File: src/rtl/tst_pkg.sv
`timescale 1ns / 1ps

package tst_pkg;

  // table geometry
  localparam int unsigned TABLE_ENTRIES = 16;
  localparam int unsigned IDX_W         = $clog2(TABLE_ENTRIES);
  localparam int unsigned CNT_W         = 5;
  localparam int unsigned ID_W          = 32;
  localparam int unsigned LSN_W         = 64;
  localparam int unsigned OP_W          = 2;
  localparam int unsigned STATUS_W      = 3;

  // scan counter value once every slot has been addressed
  localparam logic [IDX_W:0] SCAN_END = (IDX_W + 1)'(TABLE_ENTRIES);

  // request operations
  typedef enum logic [OP_W-1:0] {
    OP_OPEN   = 2'd0,
    OP_COMMIT = 2'd1,
    OP_ABORT  = 2'd2,
    OP_LOOKUP = 2'd3
  } op_e;

  // response status codes
  typedef enum logic [STATUS_W-1:0] {
    ST_UPDATED  = 3'd0,
    ST_INSERTED = 3'd1,
    ST_REMOVED  = 3'd2,
    ST_FOUND    = 3'd3,
    ST_NOTFOUND = 3'd4,
    ST_ZEROID   = 3'd5,
    ST_FULL     = 3'd6
  } status_e;

  // one transaction record as held in the record ram
  typedef struct packed {
    logic [ID_W-1:0]  id;
    logic [LSN_W-1:0] snapshot;
    logic             done;
    logic [LSN_W-1:0] cmt_pos;
  } rec_t;

  // outcome of a table scan, handed from the scanner to the update logic
  typedef struct packed {
    logic             busy;
    logic             fin;
    logic             hit;
    logic [IDX_W-1:0] hit_idx;
    logic             free;
    logic [IDX_W-1:0] free_idx;
    rec_t             rec;
  } scan_t;

endpackage

File: src/rtl/tst_if.sv
`timescale 1ns / 1ps

// request channel
interface tst_req_if;
  logic                          valid;
  logic                          ready;
  logic [tst_pkg::OP_W-1:0]      op;
  logic [tst_pkg::ID_W-1:0]      txn_id;
  logic [tst_pkg::LSN_W-1:0]     lsn;

  modport source (output valid, op, txn_id, lsn, input ready);
  modport sink   (input valid, op, txn_id, lsn, output ready);
endinterface

// response channel
interface tst_rsp_if;
  logic                          valid;
  logic                          ready;
  logic [tst_pkg::STATUS_W-1:0]  status;
  logic                          hit_committed;
  logic [tst_pkg::LSN_W-1:0]     hit_snapshot_lsn;
  logic [tst_pkg::LSN_W-1:0]     hit_commit_lsn;
  logic [tst_pkg::LSN_W-1:0]     max_commit_lsn;
  logic [tst_pkg::CNT_W-1:0]     used_entries;

  modport source (output valid, status, hit_committed, hit_snapshot_lsn, hit_commit_lsn,
                  max_commit_lsn, used_entries, input ready);
  modport sink   (input valid, status, hit_committed, hit_snapshot_lsn, hit_commit_lsn,
                  max_commit_lsn, used_entries, output ready);
endinterface

File: src/rtl/tst_ram.sv
`timescale 1ns / 1ps

module tst_ram #(
  parameter int unsigned WIDTH = 8,
  parameter int unsigned DEPTH = 16
) (
  input  logic                     clk_i,
  input  logic                     we_i,
  input  logic [$clog2(DEPTH)-1:0] waddr_i,
  input  logic [WIDTH-1:0]         wdata_i,
  input  logic [$clog2(DEPTH)-1:0] raddr_i,
  output logic [WIDTH-1:0]         rdata_o
);

  logic [WIDTH-1:0] mem [DEPTH];

  // one write port, one registered read port
  always_ff @(posedge clk_i) begin
    if (we_i) begin
      mem[waddr_i] <= wdata_i;
    end
    rdata_o <= mem[raddr_i];
  end

endmodule

File: src/rtl/tst_scan.sv
`timescale 1ns / 1ps

module tst_scan (
  input  logic                                clk_i,
  input  logic                                rst_ni,
  input  logic                                start_i,
  input  logic [tst_pkg::ID_W-1:0]            key_i,
  input  logic [tst_pkg::TABLE_ENTRIES-1:0]   valid_i,
  input  tst_pkg::rec_t                       rdata_i,
  output logic [tst_pkg::IDX_W-1:0]           raddr_o,
  output tst_pkg::scan_t                      scan_o
);

  logic                       busy_q, busy_d;
  logic [tst_pkg::IDX_W:0]    cnt_q, cnt_d;
  logic                       rd_vld_q, rd_vld_d;
  logic                       hit_q, hit_d;
  logic                       free_q, free_d;
  logic [tst_pkg::IDX_W-1:0]  rd_idx_q;
  logic [tst_pkg::IDX_W-1:0]  hit_idx_q;
  logic [tst_pkg::IDX_W-1:0]  free_idx_q;
  tst_pkg::rec_t              rec_q;

  logic issue;
  logic slot_match;
  logic slot_free;
  logic fin;

  // one slot addressed per cycle, its record compared in the next cycle
  always_comb begin
    issue      = busy_q && (cnt_q != tst_pkg::SCAN_END);
    raddr_o    = cnt_q[tst_pkg::IDX_W-1:0];
    slot_match = rd_vld_q && valid_i[rd_idx_q] && (rdata_i.id == key_i);
    slot_free  = rd_vld_q && !valid_i[rd_idx_q];
    fin        = busy_q && !issue && !rd_vld_q;
  end

  // scan control
  always_comb begin
    busy_d   = busy_q;
    cnt_d    = cnt_q;
    rd_vld_d = issue;
    hit_d    = hit_q;
    free_d   = free_q;
    if (start_i) begin
      busy_d   = 1'b1;
      cnt_d    = '0;
      rd_vld_d = 1'b0;
      hit_d    = 1'b0;
      free_d   = 1'b0;
    end else begin
      if (issue) begin
        cnt_d = cnt_q + 1'b1;
      end
      if (fin) begin
        busy_d = 1'b0;
      end
      if (slot_match) begin
        hit_d = 1'b1;
      end
      if (slot_free) begin
        free_d = 1'b1;
      end
    end
  end

  always_ff @(posedge clk_i or negedge rst_ni) begin
    if (!rst_ni) begin
      busy_q   <= 1'b0;
      cnt_q    <= '0;
      rd_vld_q <= 1'b0;
      hit_q    <= 1'b0;
      free_q   <= 1'b0;
    end else begin
      busy_q   <= busy_d;
      cnt_q    <= cnt_d;
      rd_vld_q <= rd_vld_d;
      hit_q    <= hit_d;
      free_q   <= free_d;
    end
  end

  // captured slot indexes and the matching record, lowest index wins
  always_ff @(posedge clk_i) begin
    rd_idx_q <= raddr_o;
    if (slot_match && !hit_q) begin
      hit_idx_q <= rd_idx_q;
      rec_q     <= rdata_i;
    end
    if (slot_free && !free_q) begin
      free_idx_q <= rd_idx_q;
    end
  end

  always_comb begin
    scan_o.busy     = busy_q;
    scan_o.fin      = fin;
    scan_o.hit      = hit_q;
    scan_o.hit_idx  = hit_idx_q;
    scan_o.free     = free_q;
    scan_o.free_idx = free_idx_q;
    scan_o.rec      = rec_q;
  end

endmodule

File: src/rtl/transaction_status_table.sv
`timescale 1ns / 1ps
// a request is accepted only in idle, so the block takes no new request before it has
// finished the last; each request scans the record ram through its single read port,
//   one slot a cycle, then compares the last slot, finishes the scan, updates (held
//   while the response register is full and not taken) and returns to idle
// reset: asynchronous, active low; valid marks, record count and commit maximum
//   clear at once, record contents stay undefined until written

module transaction_status_table (
  input  logic     clk_i,
  input  logic     rst_ni,
  tst_req_if.sink  req_i,
  tst_rsp_if.source rsp_o
);

  typedef enum logic [2:0] {
    S_IDLE   = 3'b001,
    S_SCAN   = 3'b010,
    S_UPDATE = 3'b100
  } state_e;

  state_e                              state_q, state_d;
  tst_pkg::op_e                        op_q;
  logic [tst_pkg::ID_W-1:0]            id_q;
  logic [tst_pkg::LSN_W-1:0]           lsn_q;
  logic [tst_pkg::TABLE_ENTRIES-1:0]   valid_q, valid_d;
  logic [tst_pkg::CNT_W-1:0]           live_q, live_d;
  logic [tst_pkg::LSN_W-1:0]           max_q, max_d;

  logic                                out_valid_q, out_valid_d;
  logic [tst_pkg::STATUS_W-1:0]        out_status_q;
  logic                                out_done_q;
  logic [tst_pkg::LSN_W-1:0]           out_snap_q;
  logic [tst_pkg::LSN_W-1:0]           out_commit_q;
  logic [tst_pkg::LSN_W-1:0]           out_max_q;
  logic [tst_pkg::CNT_W-1:0]           out_used_q;

  tst_pkg::scan_t                      scan_st;
  tst_pkg::rec_t                       ram_rdata;
  logic [tst_pkg::IDX_W-1:0]           ram_raddr;
  logic                                ram_we;
  logic [tst_pkg::IDX_W-1:0]           ram_waddr;

  logic                                req_fire;
  logic                                out_free;
  logic                                upd;
  tst_pkg::status_e                    status;
  tst_pkg::rec_t                       rec_new;
  logic                                show;
  logic                                wr_rec;
  logic                                set_valid;
  logic                                clr_valid;
  logic [tst_pkg::LSN_W-1:0]           max_new;

  // record store and the slot scanner
  tst_ram #(
    .WIDTH ($bits(tst_pkg::rec_t)),
    .DEPTH (tst_pkg::TABLE_ENTRIES)
  ) u_ram (
    .clk_i   (clk_i),
    .we_i    (ram_we),
    .waddr_i (ram_waddr),
    .wdata_i (rec_new),
    .raddr_i (ram_raddr),
    .rdata_o (ram_rdata)
  );

  tst_scan u_scan (
    .clk_i   (clk_i),
    .rst_ni  (rst_ni),
    .start_i (req_fire),
    .key_i   (id_q),
    .valid_i (valid_q),
    .rdata_i (ram_rdata),
    .raddr_o (ram_raddr),
    .scan_o  (scan_st)
  );

  // handshakes
  assign req_i.ready = (state_q == S_IDLE);
  assign req_fire    = req_i.valid && req_i.ready;
  assign out_free    = !out_valid_q || rsp_o.ready;
  assign upd         = (state_q == S_UPDATE) && out_free;

  // sequencer
  always_comb begin
    state_d = state_q;
    unique case (state_q)
      S_IDLE: begin
        if (req_fire) begin
          state_d = S_SCAN;
        end
      end
      S_SCAN: begin
        if (scan_st.fin) begin
          state_d = S_UPDATE;
        end
      end
      S_UPDATE: begin
        if (out_free) begin
          state_d = S_IDLE;
        end
      end
      default: state_d = S_IDLE;
    endcase
  end

  // operation outcome from the scan result
  always_comb begin
    status    = tst_pkg::ST_NOTFOUND;
    rec_new   = scan_st.rec;
    show      = 1'b0;
    wr_rec    = 1'b0;
    set_valid = 1'b0;
    clr_valid = 1'b0;
    ram_waddr = scan_st.hit_idx;
    max_new   = max_q;
    unique case (op_q)
      tst_pkg::OP_OPEN, tst_pkg::OP_COMMIT: begin
        if (id_q == '0) begin
          status = tst_pkg::ST_ZEROID;
        end else begin
          if ((op_q == tst_pkg::OP_COMMIT) && (lsn_q > max_q)) begin
            max_new = lsn_q;
          end
          if (scan_st.hit) begin
            status = tst_pkg::ST_UPDATED;
          end else if (scan_st.free) begin
            status           = tst_pkg::ST_INSERTED;
            ram_waddr        = scan_st.free_idx;
            set_valid        = 1'b1;
            rec_new.id       = id_q;
            rec_new.snapshot = '0;
            rec_new.done     = 1'b0;
            rec_new.cmt_pos  = '0;
          end else begin
            status = tst_pkg::ST_FULL;
          end
          if (op_q == tst_pkg::OP_OPEN) begin
            rec_new.snapshot = lsn_q;
            rec_new.done     = 1'b0;
          end else begin
            rec_new.done    = 1'b1;
            rec_new.cmt_pos = lsn_q;
          end
          wr_rec = scan_st.hit || scan_st.free;
          show   = scan_st.hit || scan_st.free;
        end
      end
      tst_pkg::OP_ABORT: begin
        if (scan_st.hit) begin
          status    = tst_pkg::ST_REMOVED;
          clr_valid = 1'b1;
        end
      end
      tst_pkg::OP_LOOKUP: begin
        if (scan_st.hit) begin
          status = tst_pkg::ST_FOUND;
          show   = 1'b1;
        end
      end
      default: status = tst_pkg::ST_NOTFOUND;
    endcase
  end

  assign ram_we = upd && wr_rec;

  // table bookkeeping
  always_comb begin
    valid_d = valid_q;
    live_d  = live_q;
    max_d   = max_q;
    if (upd) begin
      max_d = max_new;
      if (set_valid) begin
        valid_d[scan_st.free_idx] = 1'b1;
        live_d                    = live_q + 1'b1;
      end
      if (clr_valid) begin
        valid_d[scan_st.hit_idx] = 1'b0;
        live_d                   = live_q - 1'b1;
      end
    end
  end

  // response register
  always_comb begin
    out_valid_d = out_valid_q;
    if (rsp_o.ready) begin
      out_valid_d = 1'b0;
    end
    if (upd) begin
      out_valid_d = 1'b1;
    end
  end

  always_ff @(posedge clk_i or negedge rst_ni) begin
    if (!rst_ni) begin
      state_q     <= S_IDLE;
      valid_q     <= '0;
      live_q      <= '0;
      max_q       <= '0;
      out_valid_q <= 1'b0;
    end else begin
      state_q     <= state_d;
      valid_q     <= valid_d;
      live_q      <= live_d;
      max_q       <= max_d;
      out_valid_q <= out_valid_d;
    end
  end

  // request and response payload
  always_ff @(posedge clk_i) begin
    if (req_fire) begin
      op_q  <= tst_pkg::op_e'(req_i.op);
      id_q  <= req_i.txn_id;
      lsn_q <= req_i.lsn;
    end
    if (upd) begin
      out_status_q <= status;
      out_done_q   <= show ? rec_new.done : 1'b0;
      out_snap_q   <= show ? rec_new.snapshot : '0;
      out_commit_q <= show ? rec_new.cmt_pos : '0;
      out_max_q    <= max_new;
      out_used_q   <= live_d;
    end
  end

  assign rsp_o.valid            = out_valid_q;
  assign rsp_o.status           = out_status_q;
  assign rsp_o.hit_committed    = out_done_q;
  assign rsp_o.hit_snapshot_lsn = out_snap_q;
  assign rsp_o.hit_commit_lsn   = out_commit_q;
  assign rsp_o.max_commit_lsn   = out_max_q;
  assign rsp_o.used_entries     = out_used_q;

`ifndef ASSERT_OFF
  // record count tracks the valid marks
  a_count_matches: assert property (@(posedge clk_i) disable iff (!rst_ni)
    live_q == tst_pkg::CNT_W'($countones(valid_q)))
    else $error("record count differs from valid marks");

  // an accepted request starts a scan
  a_scan_starts: assert property (@(posedge clk_i) disable iff (!rst_ni)
    req_fire |=> scan_st.busy)
    else $error("scan not started after request");

  // the record ram is never written while the scan reads it
  a_no_write_in_scan: assert property (@(posedge clk_i) disable iff (!rst_ni)
    !(ram_we && scan_st.busy))
    else $error("record write during scan");

  // the commit maximum never falls
  a_max_monotonic: assert property (@(posedge clk_i) disable iff (!rst_ni)
    1'b1 |=> max_q >= $past(max_q))
    else $error("commit maximum decreased");
`endif

endmodule
File: src/flat_wrapper.sv
// flat-port wrapper written by rule: the top's interface ports become plain ports
module transaction_status_table_flat 
  (clk_i, rst_ni, req_i_valid, req_i_op, req_i_txn_id, req_i_lsn, req_i_ready, rsp_o_valid, rsp_o_status, rsp_o_hit_committed, rsp_o_hit_snapshot_lsn, rsp_o_hit_commit_lsn, rsp_o_max_commit_lsn, rsp_o_used_entries, rsp_o_ready);
  tst_req_if req_i_i ();
  tst_rsp_if rsp_o_i ();
  input  logic clk_i;
  input  logic rst_ni;
  input wire logic [$bits(req_i_i.valid)-1:0] req_i_valid;
  input wire logic [$bits(req_i_i.op)-1:0] req_i_op;
  input wire logic [$bits(req_i_i.txn_id)-1:0] req_i_txn_id;
  input wire logic [$bits(req_i_i.lsn)-1:0] req_i_lsn;
  output wire logic [$bits(req_i_i.ready)-1:0] req_i_ready;
  output wire logic [$bits(rsp_o_i.valid)-1:0] rsp_o_valid;
  output wire logic [$bits(rsp_o_i.status)-1:0] rsp_o_status;
  output wire logic [$bits(rsp_o_i.hit_committed)-1:0] rsp_o_hit_committed;
  output wire logic [$bits(rsp_o_i.hit_snapshot_lsn)-1:0] rsp_o_hit_snapshot_lsn;
  output wire logic [$bits(rsp_o_i.hit_commit_lsn)-1:0] rsp_o_hit_commit_lsn;
  output wire logic [$bits(rsp_o_i.max_commit_lsn)-1:0] rsp_o_max_commit_lsn;
  output wire logic [$bits(rsp_o_i.used_entries)-1:0] rsp_o_used_entries;
  input wire logic [$bits(rsp_o_i.ready)-1:0] rsp_o_ready;
  assign req_i_i.valid = req_i_valid;
  assign req_i_i.op = req_i_op;
  assign req_i_i.txn_id = req_i_txn_id;
  assign req_i_i.lsn = req_i_lsn;
  assign req_i_ready = req_i_i.ready;
  assign rsp_o_valid = rsp_o_i.valid;
  assign rsp_o_status = rsp_o_i.status;
  assign rsp_o_hit_committed = rsp_o_i.hit_committed;
  assign rsp_o_hit_snapshot_lsn = rsp_o_i.hit_snapshot_lsn;
  assign rsp_o_hit_commit_lsn = rsp_o_i.hit_commit_lsn;
  assign rsp_o_max_commit_lsn = rsp_o_i.max_commit_lsn;
  assign rsp_o_used_entries = rsp_o_i.used_entries;
  assign rsp_o_i.ready = rsp_o_ready;
  transaction_status_table u_core (.clk_i(clk_i), .rst_ni(rst_ni), .req_i(req_i_i), .rsp_o(rsp_o_i));
endmodule
File: config.mk
export PLATFORM = sky130hd
export DESIGN_NAME = transaction_status_table_flat
export DESIGN_NICKNAME = d
export VERILOG_FILES = /design/src/rtl/tst_pkg.sv /design/src/rtl/tst_if.sv /design/src/rtl/tst_ram.sv /design/src/rtl/tst_scan.sv /design/src/rtl/transaction_status_table.sv /design/src/flat_wrapper.sv
export SDC_FILE = /design/constraint.sdc
export NUM_CORES = 2
export LEC_CHECK = 0
export ABC_AREA = 1
export BUFFER_PORTS_ARGS = -buffer_cell sky130_fd_sc_hd__buf_2
export CAP_MARGIN = 20
export CORE_MARGIN = 3
export CORE_UTILIZATION = 47
export CTS_BUF_LIST = sky130_fd_sc_hd__clkbuf_4
export DETAILED_ROUTE_END_ITERATION = 6
export SYNTH_ARGS = -nofsm -noshare
export SYNTH_HDL_FRONTEND = slang
export SYNTH_SLANG_ARGS = --single-unit
File: constraint.sdc
create_clock -name clk_i -period 12.7 [get_ports clk_i]
set_input_delay 3.81 -clock clk_i [delete_from_list [all_inputs] [get_ports clk_i]]
set_output_delay 3.81 -clock clk_i [all_outputs]
set_load 0.05 [all_outputs]
==> results_dict.tcl <==
set metrics [dict create \
    routed_wirelength_mm 367 \
    r2r_start "u_core.id_q[15]$_DFFE_PP_" \
    initialDrtViolationCount 9710 \
    hold_path_end "u_core.u_scan.scan_o[6]$_DFFE_PP_" \
    ys_types 45 \
    status "finished, final reports clean" \
    clock_path_buffers 4 \
    worstReg2RegEnd "u_core.u_ram.mem[3][14]$_DFFE_PP_" \
    critPathArrivalTime_ns 8.06 \
    drc 0 \
    reg2reg_slack_ns 5.92 \
    avgSynthCellArea_um2 13.4 \
    place.gp.congestion 0.891 \
    synthesis.instances 9478 \
    dieArea_um2 277000 \
    cp-start-kind "input pin" \
    p_sw_w 0.0117 \
    yosys-top-cells-area "edfxtp_1 (72%), o21ai_0 (5.1%), nor2_1 (4.1%)" \
    synth_edf_count 3044 \
    power.internal_w 0.0205 \
    holdCritPathClass "reg -> reg" \
    clock.fmax_mhz 143 \
    tns_ns 0 \
    syn-num-nets 9648 \
    ff2ff_path_depth 14 \
    grt-ovfl-total 0 \
    slew_headroom_pct 10.5 \
    seqPwrFrac_pct 42.7 \
    synth_top_area_cell "edfxtp_1" \
    dp_hpwl_mm 195 \
    yosysMostFrequentCell "edfxtp_1" \
    cts_made_buffers 820 \
    hold_buffers 0 \
    ys_top_cells_by_count "edfxtp_1 (3044), nor2_1 (1389), o21ai_0 (1304)" \
    leakage_nw 50.0 \
    die_height_um 527 \
    whs_path_depth 0 \
    cap_violations 0 \
    area_growth_pct 12.8 \
    antenna_found_initial 21 \
    async_flop_share_pct 2.96 \
    htreeDepth 6 \
    setup_viol 0 \
    vdd.ir_drop.worst_mv 0.256 \
    ant_nets 0 \
    hold_viol_final 0 \
    powerDensity_nw_per_um2 224 \
    fin_nets 10375 \
    grt_pass1_vias 82539 \
    worst_pin_slew_ns 1.34 \
    pwr-share-clk_pct 28.2 \
    swShare_pct 36.3 \
    yosysWarningCount 0 \
    root_buffer "clkbuf_4" \
    final_core_utilization_pct 53.4 \
    finalCriticalPeriod_ns 7.01 \
    post_drt_wl_per_cell_um 25.4 \
    slew_viol_final 0 \
    track_usage_pct 25.8 \
    critical_path_class "in -> reg" \
    synth_ff_type "edfxtp_1" \
    power.total_w 0.0322 \
    portBuffers 304 \
    ioPinCount 305 \
    yosysTopAreaCellShare_pct 71.7 \
    start_util_pct 47.4 \
    ys_seq_area_share_pct 76.3 \
    crit_fanout 70 \
    p_comb_share_pct 29.1 \
    rows 190 \
    rsz0062_at_grt "false" \
    grt_max_degree 225 \
    first_pass_iters 6 \
    num_vias 83528 \
    grt_first_pass_wirelength_mm 536 \
    hold_path.startpoint "u_core.u_ram.rdata_o[6]$_DFF_P_" \
    clk_latency_ns 1.58 \
    cp-end-kind "flop" \
    ys_ff_latch 3307 \
    cts_setup_buffers 0 \
    core_area_um2 269000 \
    clk_pin_slew_ns 0.07 \
    worst_ep_required_time_ns 13.76 \
    drive_above_1_share_pct 18.2 \
    period_share_pct 55.2 \
    worst_hold_slack_ns 0.344 \
    cts.sinks 3307 \
    cts_resized 0 \
    die_w_um 527 \
    finalClockSkew_ns 0.170 \
    cts_tree "done" \
    viasPerCell 5.78 \
    synth.cell_area_um2 127000 \
]
==> kinds of logic (layout without fill, tap and decap cells) <==
| logic type | Yosys count | in the layout | share of synthesized area [%] |
|---|---|---|---|
| AOI/OAI and AO/OA | 2270 | 2270 | 10.4 |
| xor gates and xnor gates | 11 | 11 | 0.0756 |
| adders and majority gates | 68 | 68 | 0.668 |
| buffers and inverters | 929 | 2346 | 3.11 |
| DFF | 3307 | 3307 | 76.3 |
| other | 0 | 15 | 0 |
| and+or+nand+nor | 2893 | 2893 | 9.47 |
==> critical path, cell delays in order <==
cell and delay, ns:
buf_2 0.09, nor2_1 0.06, inv_1 0.11, nand2_4 0.55
nor2_1 0.60, nand3_1 0.43, nor2_4 0.83, buf_4 0.84
buf_4 0.59
==> area by class of cell <==
type | count | area, um^2
Multi-Input combinational cell | 5242 | 26500
Antenna cell | 15 | 37.5
Tap cell | 3552 | 4440
Clock inverter | 260 | 1550
Fill cell | 22528 | 125000
Clock buffer | 1252 | 9400
Sequential cell | 3307 | 97200
Inverter | 313 | 1220
Timing Repair Buffer | 521 | 3380
==> placed cells by master (no fill, tap or decap), types with 14 or more instances in the layout <==
cell type  Yosys  routed
dfrtp_1       97      94
buf_12         0      16
clkbuf_4       0    1252
o22ai_1      391     391
o21ai_2       56      60
a21oi_1       44      44
and2_1       129     129
clkinv_2       0      29
o211ai_1      67      67
buf_2        130     303
dfxtp_1      165     165
o221ai_1     258     258
nor3_1        26      25
buf_4         16     196
inv_1        301     298
nand4_1       27      27
ha_1          68      68
o21ai_0     1304    1274
diode_2        0      15
clkinv_1       0     171
o21ai_1      122     148
nand3_1      535     535
inv_6          0      15
nand2_1      756     753
nor2_1      1389    1371
edfxtp_1    3044    3044
nor2_4         3      21
inv_2         12      14
==> metal layers <==
| metal | GRT usage (%) | up-vias | part of all wire, % |
|---|---|---|---|
| met5 | 0 | - | 0.012 |
| met4 | 9.53 | 8 | 3.1 |
| met3 | 5.21 | 647 | 9.1 |
| met2 | 40.0 | 4109 | 46 |
| met1 | 36.2 | 41632 | 42 |
| li1 | - | 37132 | - |
==> per-stage QoR <==
step | instances | instance area, um^2 | setup slack, ns
6_report | 14462 | 144000 | 5.69
5_1_grt | 14448 | 144000 | 5.53
4_1_cts | 14415 | 143000 | 5.91
3_5_place_dp | 12903 | 132000 | 4.35
3_3_place_gp | 12892 | 132000 | 4.41
2_1_floorplan | 9478 | 127000 | 0.874
==> flip-flops by register name, indices dropped and copies added, names as in the netlist, 4 cells and up <==
| register | count |
|---|---|
| u_core.id_q | 32 |
| u_core.u_scan.hit_idx_q | 4 |
| u_core.rsp_o.used_entries | 5 |
| u_core.u_ram.rdata_o | 161 |
| u_core.live_q | 5 |
| u_core.u_ram.mem | 2576 |
| u_core.rsp_o.max_commit_lsn | 64 |
| u_core.u_scan.scan_o | 161 |
| u_core.rsp_o.hit_snapshot_lsn | 64 |
| u_core.u_scan.rd_idx_q | 4 |
| u_core.valid_q | 16 |
| u_core.u_scan.cnt_q | 5 |
| u_core.rsp_o.hit_commit_lsn | 64 |
| u_core.lsn_q | 64 |
| u_core.u_scan.free_idx_q | 4 |
| u_core.max_q | 64 |
==> how the worst max path moves through the flow <==
stage | start | endpoint | slack (ns) | cells after the start
after global routing | u_core.id_q[15]$_DFFE_PP_ | u_core.u_ram.mem[3][14]$_DFFE_PP_ | 5.53 | 14
after global placement | rsp_o_ready | u_core.u_ram.mem[3][67]$_DFFE_PP_ | 4.41 | 9
after detailed placement | rsp_o_ready | u_core.u_ram.mem[3][67]$_DFFE_PP_ | 4.35 | 9
after floorplan | rsp_o_ready | u_core.u_ram.mem[10][0]$_DFFE_PP_ | 0.87 | 6
final | rsp_o_ready | u_core.u_ram.mem[3][14]$_DFFE_PP_ | 5.69 | 9
after CTS | u_core.state_q[0]$_DFFE_PN1P_ | req_i_ready | 5.91 | 3
==> power by group through the flow <==
stage | Combinational, W | Sequential, W | Clock (W)
after floorplan | 0.00590 | 0.0141 | 0
after global placement | 0.00904 | 0.0140 | 0
after detailed placement | 0.00925 | 0.0140 | 0
after CTS | 0.00928 | 0.0138 | 0.00927
after global routing | 0.0103 | 0.0138 | 0.00987
final | 0.00939 | 0.0138 | 0.00908
Note: power is estimated with default switching activity, not from simulation.
